**config.mk**
```make
export PLATFORM = sky130hd
export DESIGN_NAME = hsv_to_rgb_pixel_core
export DESIGN_NICKNAME = d
export VERILOG_FILES = /design/src/hw/rtl/hsvrgb_pkg.sv /design/src/hw/rtl/hsvrgb_front.sv /design/src/hw/rtl/hsvrgb_mix.sv /design/src/hw/rtl/hsvrgb_div15.sv /design/src/hw/rtl/hsv_to_rgb_pixel_core.sv
export SDC_FILE = /design/constraint.sdc
export NUM_CORES = 2
export LEC_CHECK = 0
export ABC_AREA = 1
export ABC_CLOCK_PERIOD_IN_PS = 7150
export BUFFER_PORTS_ARGS = -buffer_cell sky130_fd_sc_hd__clkbuf_2
export CORE_UTILIZATION = 55
export DETAILED_ROUTE_END_ITERATION = 16
export PLACE_DENSITY = 0.73
export REMOVE_ABC_BUFFERS = 1
export SETUP_SLACK_MARGIN = 0.15
export SYNTH_ARGS = -nofsm -noshare
export SYNTH_HDL_FRONTEND = slang
export SYNTH_SLANG_ARGS = --single-unit
```
**constraint.sdc**
```tcl
create_clock -name i_clk -period 7.15 [get_ports i_clk]
set_input_delay 0.715 -clock i_clk [delete_from_list [all_inputs] [get_ports i_clk]]
set_output_delay 0.715 -clock i_clk [all_outputs]
set_load 0.01 [all_outputs]
```
**src/hw/rtl/hsvrgb_pkg.sv**
```systemverilog
`default_nettype none

package hsvrgb_pkg;

    // Port widths of the conversion.
    localparam int HUE_W = 24;
    localparam int SV_W  = 16;
    localparam int CH_W  = 8;

    // One in Q3.12 and the clamped unit range it bounds.
    localparam logic [12:0] UNIT_ONE = 13'd4096;

    // A full turn is 23040 = 45 * 512 hue units. The hue above its low nine
    // bits is reduced modulo 45; 16425 = 365 * 45 lifts it to a positive range.
    localparam logic [15:0] WRAP_OFFSET = 16'd16425;
    localparam logic [10:0] RECIP_45    = 11'd1456;
    localparam logic [5:0]  HUE_BLOCKS  = 6'd45;

    // One sextant of the wrapped hue, 60 degrees in 1/64 degree units.
    localparam logic [11:0] SEXTANT_SPAN = 12'd3840;

    // Reciprocal of 15 in Q15, exact for dividends up to 3825.
    localparam logic [11:0] RECIP_15 = 12'd2185;

    typedef logic [2:0]  t_sextant;
    typedef logic [12:0] t_unit;
    typedef logic [24:0] t_chroma;
    typedef logic [11:0] t_weight;
    typedef logic [35:0] t_term;
    typedef logic [11:0] t_scaled;

    // Front end to mixer: sextant, weight of x, chroma and value.
    typedef struct packed {
        logic     valid;
        t_sextant sextant;
        t_weight  k;
        t_chroma  c;
        t_unit    v;
    } t_front;

    // Mixer to divider: each channel times 255, already shifted down by 2^32.
    typedef struct packed {
        logic    valid;
        t_scaled d_red;
        t_scaled d_green;
        t_scaled d_blue;
    } t_mix;

    // Which term a channel takes in the current sextant.
    typedef enum logic [1:0] {
        SEL_ZERO,
        SEL_C,
        SEL_X
    } t_sel;

    // Start of each sextant on the wrapped hue scale.
    function automatic logic [14:0] sextant_base(input t_sextant sx);
        logic [14:0] base;
        unique case (sx)
            3'd0:    base = 15'd0;
            3'd1:    base = 15'd3840;
            3'd2:    base = 15'd7680;
            3'd3:    base = 15'd11520;
            3'd4:    base = 15'd15360;
            3'd5:    base = 15'd19200;
            default: base = 15'd0;
        endcase
        return base;
    endfunction

endpackage

`default_nettype wire

```
**src/hw/rtl/hsvrgb_front.sv**
```systemverilog
`default_nettype none

// Four stages: clamp and lift, reciprocal estimate and chroma product,
// remainder correction, sextant and weight.
module hsvrgb_front (
    input  wire logic                          i_clk,
    input  wire logic                          i_rst_n,
    input  wire logic                          i_valid,
    input  wire logic [hsvrgb_pkg::HUE_W-1:0]  i_hue,
    input  wire logic [hsvrgb_pkg::SV_W-1:0]   i_saturation,
    input  wire logic [hsvrgb_pkg::SV_W-1:0]   i_brightness,
    output hsvrgb_pkg::t_front                 o_front
);

    function automatic hsvrgb_pkg::t_unit clamp_unit(input logic [15:0] q);
        hsvrgb_pkg::t_unit r;
        if (q[15]) begin
            r = '0;
        end else if (q[14:0] > 15'(hsvrgb_pkg::UNIT_ONE)) begin
            r = hsvrgb_pkg::UNIT_ONE;
        end else begin
            r = q[12:0];
        end
        return r;
    endfunction

    // Stage 1
    logic                r_val1;
    logic [15:0]         r_u1;
    logic [8:0]          r_lo1;
    hsvrgb_pkg::t_unit   r_s1;
    hsvrgb_pkg::t_unit   r_v1;
    logic [15:0]         n_u1;

    assign n_u1 = {i_hue[23], i_hue[23:9]} + hsvrgb_pkg::WRAP_OFFSET;

    always_ff @(posedge i_clk) begin
        if (!i_rst_n) begin
            r_val1 <= 1'b0;
        end else begin
            r_val1 <= i_valid;
        end
        r_u1  <= n_u1;
        r_lo1 <= i_hue[8:0];
        r_s1  <= clamp_unit(i_saturation);
        r_v1  <= clamp_unit(i_brightness);
    end

    // Stage 2
    logic                  r_val2;
    logic [15:0]           r_u2;
    logic [8:0]            r_lo2;
    logic [9:0]            r_q2;
    hsvrgb_pkg::t_chroma   r_c2;
    hsvrgb_pkg::t_unit     r_v2;
    logic [25:0]           q_prod;
    logic [25:0]           c_prod;

    assign q_prod = 26'(r_u1) * 26'(hsvrgb_pkg::RECIP_45);
    assign c_prod = 26'(r_v1) * 26'(r_s1);

    always_ff @(posedge i_clk) begin
        if (!i_rst_n) begin
            r_val2 <= 1'b0;
        end else begin
            r_val2 <= r_val1;
        end
        r_u2  <= r_u1;
        r_lo2 <= r_lo1;
        r_q2  <= q_prod[25:16];
        r_c2  <= c_prod[24:0];
        r_v2  <= r_v1;
    end

    // Stage 3: the estimate is exact or one short, so one subtraction fixes it.
    logic                  r_val3;
    logic [5:0]            r_t3;
    logic [8:0]            r_lo3;
    hsvrgb_pkg::t_chroma   r_c3;
    hsvrgb_pkg::t_unit     r_v3;
    logic [15:0]           rem;
    logic [6:0]            rem_lo;
    logic [5:0]            n_t3;

    assign rem    = r_u2 - 16'(16'(r_q2) * 16'(hsvrgb_pkg::HUE_BLOCKS));
    assign rem_lo = rem[6:0];

    always_comb begin
        if (rem_lo >= 7'(hsvrgb_pkg::HUE_BLOCKS)) begin
            n_t3 = 6'(rem_lo - 7'(hsvrgb_pkg::HUE_BLOCKS));
        end else begin
            n_t3 = rem_lo[5:0];
        end
    end

    always_ff @(posedge i_clk) begin
        if (!i_rst_n) begin
            r_val3 <= 1'b0;
        end else begin
            r_val3 <= r_val2;
        end
        r_t3  <= n_t3;
        r_lo3 <= r_lo2;
        r_c3  <= r_c2;
        r_v3  <= r_v2;
    end

    // Stage 4
    logic                   r_val4;
    hsvrgb_pkg::t_sextant   r_sx4;
    hsvrgb_pkg::t_weight    r_k4;
    hsvrgb_pkg::t_chroma    r_c4;
    hsvrgb_pkg::t_unit      r_v4;
    logic [14:0]            hw;
    hsvrgb_pkg::t_sextant   n_sx4;
    hsvrgb_pkg::t_weight    f;
    hsvrgb_pkg::t_weight    n_k4;

    assign hw = {r_t3, r_lo3};

    always_comb begin
        if (hw >= hsvrgb_pkg::sextant_base(3'd5)) begin
            n_sx4 = 3'd5;
        end else if (hw >= hsvrgb_pkg::sextant_base(3'd4)) begin
            n_sx4 = 3'd4;
        end else if (hw >= hsvrgb_pkg::sextant_base(3'd3)) begin
            n_sx4 = 3'd3;
        end else if (hw >= hsvrgb_pkg::sextant_base(3'd2)) begin
            n_sx4 = 3'd2;
        end else if (hw >= hsvrgb_pkg::sextant_base(3'd1)) begin
            n_sx4 = 3'd1;
        end else begin
            n_sx4 = 3'd0;
        end
        f = 12'(hw - hsvrgb_pkg::sextant_base(n_sx4));
        if (n_sx4[0]) begin
            n_k4 = hsvrgb_pkg::SEXTANT_SPAN - f;
        end else begin
            n_k4 = f;
        end
    end

    always_ff @(posedge i_clk) begin
        if (!i_rst_n) begin
            r_val4 <= 1'b0;
        end else begin
            r_val4 <= r_val3;
        end
        r_sx4 <= n_sx4;
        r_k4  <= n_k4;
        r_c4  <= r_c3;
        r_v4  <= r_v3;
    end

    assign o_front.valid   = r_val4;
    assign o_front.sextant = r_sx4;
    assign o_front.k       = r_k4;
    assign o_front.c       = r_c4;
    assign o_front.v       = r_v4;

endmodule

`default_nettype wire

```
**src/hw/rtl/hsvrgb_mix.sv**
```systemverilog
`default_nettype none

// Two stages: the three terms c*3840, c*k and m*3840, then the sextant
// permutation, the sum with m and the scaling by 255 / 2^32.
module hsvrgb_mix (
    input  wire logic          i_clk,
    input  wire logic          i_rst_n,
    input  hsvrgb_pkg::t_front i_front,
    output hsvrgb_pkg::t_mix   o_mix
);

    function automatic hsvrgb_pkg::t_scaled scale_channel(
        input hsvrgb_pkg::t_sel  sel,
        input hsvrgb_pkg::t_term xs,
        input hsvrgb_pkg::t_term cs,
        input hsvrgb_pkg::t_term ms
    );
        hsvrgb_pkg::t_term p;
        hsvrgb_pkg::t_term sum;
        logic [43:0]       t;
        case (sel)
            hsvrgb_pkg::SEL_C: p = cs;
            hsvrgb_pkg::SEL_X: p = xs;
            default:           p = '0;
        endcase
        sum = p + ms;
        t   = (44'(sum) << 8) - 44'(sum);
        return t[43:32];
    endfunction

    // Stage 5
    logic                   r_val5;
    hsvrgb_pkg::t_sextant   r_sx5;
    hsvrgb_pkg::t_term      r_xs5;
    hsvrgb_pkg::t_term      r_cs5;
    hsvrgb_pkg::t_term      r_ms5;
    logic [36:0]            x_prod;
    logic [24:0]            vm;

    assign x_prod = 37'(i_front.c) * 37'(i_front.k);
    assign vm     = {i_front.v, 12'd0} - i_front.c;

    always_ff @(posedge i_clk) begin
        if (!i_rst_n) begin
            r_val5 <= 1'b0;
        end else begin
            r_val5 <= i_front.valid;
        end
        r_sx5 <= i_front.sextant;
        r_xs5 <= x_prod[35:0];
        r_cs5 <= (36'(i_front.c) << 12) - (36'(i_front.c) << 8);
        r_ms5 <= (36'(vm) << 12) - (36'(vm) << 8);
    end

    // Stage 6
    logic                   r_val6;
    hsvrgb_pkg::t_scaled    r_dr6;
    hsvrgb_pkg::t_scaled    r_dg6;
    hsvrgb_pkg::t_scaled    r_db6;
    hsvrgb_pkg::t_sel       sel_r;
    hsvrgb_pkg::t_sel       sel_g;
    hsvrgb_pkg::t_sel       sel_b;

    always_comb begin
        unique case (r_sx5)
            3'd0: begin
                sel_r = hsvrgb_pkg::SEL_C;
                sel_g = hsvrgb_pkg::SEL_X;
                sel_b = hsvrgb_pkg::SEL_ZERO;
            end
            3'd1: begin
                sel_r = hsvrgb_pkg::SEL_X;
                sel_g = hsvrgb_pkg::SEL_C;
                sel_b = hsvrgb_pkg::SEL_ZERO;
            end
            3'd2: begin
                sel_r = hsvrgb_pkg::SEL_ZERO;
                sel_g = hsvrgb_pkg::SEL_C;
                sel_b = hsvrgb_pkg::SEL_X;
            end
            3'd3: begin
                sel_r = hsvrgb_pkg::SEL_ZERO;
                sel_g = hsvrgb_pkg::SEL_X;
                sel_b = hsvrgb_pkg::SEL_C;
            end
            3'd4: begin
                sel_r = hsvrgb_pkg::SEL_X;
                sel_g = hsvrgb_pkg::SEL_ZERO;
                sel_b = hsvrgb_pkg::SEL_C;
            end
            default: begin
                sel_r = hsvrgb_pkg::SEL_C;
                sel_g = hsvrgb_pkg::SEL_ZERO;
                sel_b = hsvrgb_pkg::SEL_X;
            end
        endcase
    end

    always_ff @(posedge i_clk) begin
        if (!i_rst_n) begin
            r_val6 <= 1'b0;
        end else begin
            r_val6 <= r_val5;
        end
        r_dr6 <= scale_channel(sel_r, r_xs5, r_cs5, r_ms5);
        r_dg6 <= scale_channel(sel_g, r_xs5, r_cs5, r_ms5);
        r_db6 <= scale_channel(sel_b, r_xs5, r_cs5, r_ms5);
    end

    assign o_mix.valid   = r_val6;
    assign o_mix.d_red   = r_dr6;
    assign o_mix.d_green = r_dg6;
    assign o_mix.d_blue  = r_db6;

endmodule

`default_nettype wire

```
**src/hw/rtl/hsvrgb_div15.sv**
```systemverilog
`default_nettype none

// Final stage: each scaled channel divided by 15 through a Q15 reciprocal,
// into the output registers.
module hsvrgb_div15 (
    input  wire logic                        i_clk,
    input  wire logic                        i_rst_n,
    input  hsvrgb_pkg::t_mix                 i_mix,
    output logic                             o_valid,
    output logic [hsvrgb_pkg::CH_W-1:0]      o_red,
    output logic [hsvrgb_pkg::CH_W-1:0]      o_green,
    output logic [hsvrgb_pkg::CH_W-1:0]      o_blue
);

    function automatic logic [7:0] div15(input hsvrgb_pkg::t_scaled d);
        logic [23:0] prod;
        prod = 24'(d) * 24'(hsvrgb_pkg::RECIP_15);
        return prod[22:15];
    endfunction

    logic       r_val7;
    logic [7:0] r_red7;
    logic [7:0] r_green7;
    logic [7:0] r_blue7;

    always_ff @(posedge i_clk) begin
        if (!i_rst_n) begin
            r_val7 <= 1'b0;
        end else begin
            r_val7 <= i_mix.valid;
        end
        r_red7   <= div15(i_mix.d_red);
        r_green7 <= div15(i_mix.d_green);
        r_blue7  <= div15(i_mix.d_blue);
    end

    assign o_valid = r_val7;
    assign o_red   = r_red7;
    assign o_green = r_green7;
    assign o_blue  = r_blue7;

endmodule

`default_nettype wire

```
**src/hw/rtl/hsv_to_rgb_pixel_core.sv**
```systemverilog
// HSV to 8-bit RGB pixel converter.
// Input channel: a transaction is taken at each rising edge with start high and
// busy low. Hue is signed in 1/64 degree and wraps modulo 360 degrees;
// saturation and brightness are signed Q3.12 and are clamped to the range 0..1.
// Output channel: o_valid marks o_red, o_green and o_blue for exactly one cycle;
// the receiver has no way to hold results back, and none is needed.
// Throughput: one transaction per clock; busy is always low because every
// stage advances each cycle. The pipeline has seven register stages: hue
// lifting and clamping, reciprocal estimate of the hue modulo 45 together
// with the chroma product, remainder correction, sextant and weight, the
// three products, the permutation sum scaled by 255, and a reciprocal
// division by 15.
// Reset (synchronous, active low) clears only the valid bits of every stage,
// so all transactions in flight are dropped and no result appears until new
// transactions are taken.
`default_nettype none

module hsv_to_rgb_pixel_core (
    input  wire logic                               i_clk,
    input  wire logic                               i_rst_n,
    input  wire logic                               start,
    output logic                                    busy,
    input  wire logic signed [hsvrgb_pkg::HUE_W-1:0] i_hue,
    input  wire logic signed [hsvrgb_pkg::SV_W-1:0]  i_saturation,
    input  wire logic signed [hsvrgb_pkg::SV_W-1:0]  i_brightness,
    output logic                                    o_valid,
    output logic [hsvrgb_pkg::CH_W-1:0]             o_red,
    output logic [hsvrgb_pkg::CH_W-1:0]             o_green,
    output logic [hsvrgb_pkg::CH_W-1:0]             o_blue
);

    hsvrgb_pkg::t_front front;
    hsvrgb_pkg::t_mix   mix;
    logic               accept;

    // Every stage moves forward each cycle, so the block never refuses work.
    assign busy   = 1'b0;
    assign accept = start && !busy;

    hsvrgb_front u_front (
        .i_clk        (i_clk),
        .i_rst_n      (i_rst_n),
        .i_valid      (accept),
        .i_hue        (i_hue),
        .i_saturation (i_saturation),
        .i_brightness (i_brightness),
        .o_front      (front)
    );

    hsvrgb_mix u_mix (
        .i_clk   (i_clk),
        .i_rst_n (i_rst_n),
        .i_front (front),
        .o_mix   (mix)
    );

    hsvrgb_div15 u_div15 (
        .i_clk   (i_clk),
        .i_rst_n (i_rst_n),
        .i_mix   (mix),
        .o_valid (o_valid),
        .o_red   (o_red),
        .o_green (o_green),
        .o_blue  (o_blue)
    );

    // Every accepted transaction yields its result once it has passed every stage.
    a_latency: assert property (@(posedge i_clk) disable iff (!i_rst_n)
        accept |-> ##7 o_valid)
        else $error("accepted transaction produced no result after seven cycles");

    // No result appears without a matching accepted transaction.
    a_no_spurious: assert property (@(posedge i_clk) disable iff (!i_rst_n)
        o_valid |-> $past(accept, 7))
        else $error("result strobe without a matching transaction");

    // A brightness at or below zero clamps to black whatever the hue.
    a_black: assert property (@(posedge i_clk) disable iff (!i_rst_n)
        (o_valid && $past(i_brightness[15] || (i_brightness == 16'sd0), 7))
        |-> (o_red == 8'd0 && o_green == 8'd0 && o_blue == 8'd0))
        else $error("zero brightness did not give black");

endmodule

`default_nettype wire
```
==> flow_metrics.env <==
export IMPL_wl_per_cell_um=16.4
export IMPL_worst_ep_required_time_ns=7.62
export IMPL_cp_max_fo=25
export IMPL_grt_first_pass_wirelength_mm=180
export IMPL_mappedNetlistArea_mm2=0.0433
export IMPL_clkSinkCount=379
export IMPL_clock_skew_ns=0.0530
export IMPL_place_congestion=1.01
export IMPL_fin_nets=6759
export IMPL_path_class="flop to flop"
export IMPL_max_slew_margin_pct=23.8
export IMPL_status="completed"
export IMPL_drc_errors=0
export IMPL_hold_path_class="input pin to flop"
export IMPL_initial_core_util_pct=55.7
export IMPL_die_width_um=283
export IMPL_timing_setup_tns_ns=0
export IMPL_drive_above_1_share_pct=4.97
export IMPL_layout_cells_non_filler=6751
export IMPL_grt_total_usage_pct=28.2
export IMPL_worst_path_most_repeated_cell="fa_1"
export IMPL_slowest_delay_ns=1.04
export IMPL_clock_latency_ns=0.63
export IMPL_wl_mm=111
export IMPL_max_clock_path_buffers=3
export IMPL_cts_resized=0
export IMPL_nFillCells=7038
export IMPL_slew_violations=0
export IMPL_synth_distinct_cells=72
export IMPL_antenna_found_initial=0
export IMPL_path_delay_family="adder cells"
export IMPL_multiInputGateArea_mm2=0.0308
export IMPL_final_seq_area_mm2=0.00759
export IMPL_grt_max_degree=38
export IMPL_cts_tree="yes"
export IMPL_fmax_mhz=167
export IMPL_synth_seq_area_share_pct=17.5
export IMPL_root_buffer="clkbuf_16"
export IMPL_areaGrowthSynthToFinish_pct=6.54
export IMPL_post_route_period_util_pct=84.0
export IMPL_hold_viol=0
export IMPL_antenna_left=0
export IMPL_portBuffers=83
export IMPL_fp_dieH_um=283
export IMPL_endpoint_kind="flop"
export IMPL_num_io_pins=85
export IMPL_fin_crit_ns=6.00
export IMPL_cts_hold_buf=0
export IMPL_start_kind="flop"
export IMPL_dr_total_vias=35900
export IMPL_overflow=0
export IMPL_dp_cells=6676
export IMPL_synth_cells=5653
export IMPL_fp_dieArea_mm2=0.0799
export IMPL_drtIter0Drc=2166
export IMPL_dpl_hpwl_mm=92.4
export IMPL_cts_buffers=43
export IMPL_row_count=102
export IMPL_final_setup_viol_count=0
export IMPL_cp_cell_sequence="nand2_1 -> fa_1 -> fa_1 -> inv_1 -> fa_1 -> inv_1 -> fa_1 -> inv_1 -> fa_1 -> ha_1 -> a21oi_1 -> o21ai_0 -> nand3_1 -> o211ai_1 -> a21oi_1 -> o21ai_0 -> nand2_1 -> nand2_1 -> nand3_1 -> nand2_1 -> xor2_1"
export IMPL_syn_area_per_cell_um2=7.66
export IMPL_diodes=0
export IMPL_core_area_mm2=0.0777
export IMPL_cpMaxStageDelayCell="dfxtp_1"
export IMPL_maxCapViolations=0
export IMPL_ys_warn_count=0
export IMPL_post_cts_buffers=0
export IMPL_cts_max_level=2
export IMPL_cp_arrival_ns=6.47
export IMPL_critPathBufInv=3
export IMPL_drt_pass1_iterations=5
export IMPL_via_per_inst=5.32
export IMPL_clk_pin_slew_worst_paths_ns=0.06
export IMPL_grt_pass1_vias=36000
export IMPL_worstMarginPinSlew_ns=1.14
export IMPL_rsz0062_at_grt="false"
export IMPL_ys_ff_latch=379
worst reg2reg max path: stages (launching register included):
cell	delay [ns]
dfxtp_1	1.04
nand2_1	0.20
fa_1	0.55
fa_1	0.52
inv_1	0.06
fa_1	0.54
inv_1	0.05
fa_1	0.47
inv_1	0.05
fa_1	0.43
ha_1	0.37
a21oi_1	0.24
o21ai_0	0.12
nand3_1	0.09
o211ai_1	0.08
a21oi_1	0.33
o21ai_0	0.20
nand2_1	0.09
nand2_1	0.11
nand3_1	0.11
nand2_1	0.07
xor2_1	0.14
worst paths after layout:
check | from | to | slack, ns | cells after the start
worst max-delay path | u_front.r_k4[3] | u_mix.r_xs5[33] | 1.15 | 21
worst min-delay path | i_hue[8] | u_front.r_lo1[8] | 0.20 | 1
worst max register to register | u_front.r_k4[3] | u_mix.r_xs5[33] | 1.15 | 21
worst min register to register | u_front.r_c3[8] | u_front.r_c4[8] | 0.31 | 0
cells in the final DEF, fill, tap and decap left out, types with 9 or more instances in the layout:
cell,synthesis,routed
o21a_1,17,17
o21ai_1,25,25
a21o_1,31,31
clkbuf_2,0,83
fa_1,413,413
inv_2,13,13
nand2_2,20,20
ha_1,606,606
dfxtp_1,379,379
nand3_2,11,11
xor2_1,186,186
nand4_1,50,50
nor3_1,52,52
a21oi_2,9,9
nand2_1,1244,1244
nor4_1,21,21
o21bai_1,23,23
o211ai_1,10,10
clkbuf_16,0,43
o21ai_0,152,152
nand3_1,151,151
o22ai_1,59,59
a31oi_1,29,29
nor2_1,266,266
nor2_2,19,19
inv_1,1192,1192
xnor2_1,94,94
buf_4,1,17
a21oi_1,365,365
kinds of logic (layout without fill, tap and decap cells):
logic type	count (synthesis)	in the layout	share of synthesized area [%]
AOI/OAI and AO/OA	777	777	10.3
xor gates and xnor gates	293	293	6.20
adders and majority gates	1019	1019	36.6
buffers and inverters	1322	1380	11.5
DFF	379	379	17.5
other	1	1	0.00866
and+or+nand+nor	1862	1862	17.9
cell type report:
| class | instances | area share (%) |
|---|---|---|
| clock buffers | 51 | 2.44 |
| clock inverters | 24 | 0.689 |
| inverters | 1205 | 9.80 |
| multi-input cells | 3952 | 66.6 |
| flip-flops and latches | 379 | 16.4 |
| well taps | 1040 | 2.82 |
| repair buffers | 100 | 1.18 |
Yosys cell counts (all sizes together):
master	count	area share, %
a21boi	8	0.15
inv	1205	10
conb	1	0.0087
or2	4	0.058
o2111ai	7	0.16
and3	3	0.043
fa	413	19
nor3b	1	0.017
o221a	1	0.026
o21bai	27	0.52
nand3	162	2.0
a41oi	1	0.020
o41ai	1	0.020
nand2	1268	11
nand4	51	0.75
a221oi	3	0.061
xor2	192	4.0
a31oi	29	0.42
ha	606	18
a22oi	1	0.017
clkbuf	104	0.90
xnor2	101	2.2
o22ai	59	0.85
nand3b	3	0.052
a211o	1	0.020
o211ai	10	0.17
o31ai	7	0.12
and3b	1	0.020
buf	13	0.15
a221o	2	0.046
a211oi	6	0.10
a21oi	375	4.4
a21o	31	0.54
o21ai	180	2.1
o21a	17	0.29
a31o	3	0.061
o221ai	4	0.081
dfxtp	379	18
nor2	288	2.7
o311ai	4	0.081
and2	2	0.029
nor4	24	0.41
nor3	55	0.67
flip-flops by register name, summed over array words and instances, names as in the netlist, 9 cells and up:
name	cells
u_front.r_lo1	9
u_front.r_c4	25
u_front.r_c2	25
u_front.r_v2	13
u_front.r_lo2	9
u_mix.r_xs5	36
u_mix.r_dr6	12
u_mix.r_dg6	12
u_front.r_v4	13
u_front.r_k4	12
u_mix.r_ms5	27
u_front.r_u1	16
u_mix.r_db6	12
u_front.r_lo3	9
u_front.r_v1	13
u_front.r_c3	25
u_front.r_s1	13
u_mix.r_cs5	28
u_front.r_v3	13
routing by layer:
metal	track usage [%]	part of all wire, %	routed length [um]
met5	0	0	0
met4	11.8	4.3	4760
met3	3.18	5.0	5540
met2	48.7	48	52900
met1	35.6	43	47900
through the flow:
step | instance area, um^2 | utilization (%) | setup WS, ns | hold slack (ns)
6_report | 46200 | 59.4 | 1.15 | 0.196
5_1_grt | 46200 | 59.4 | 0.798 | 0.186
3_5_place_dp | 44700 | 57.5 | 1.28 | 0.312
4_1_cts | 46200 | 59.4 | 1.19 | 0.175
3_3_place_gp | 44700 | 57.5 | 1.41 | 0.310
2_1_floorplan | 42900 | - | 2.14 | 0.310
Power is left out: the tool's default activity adds up to more than one toggle a clock period on the data nets, which glitch-free logic cannot reach.
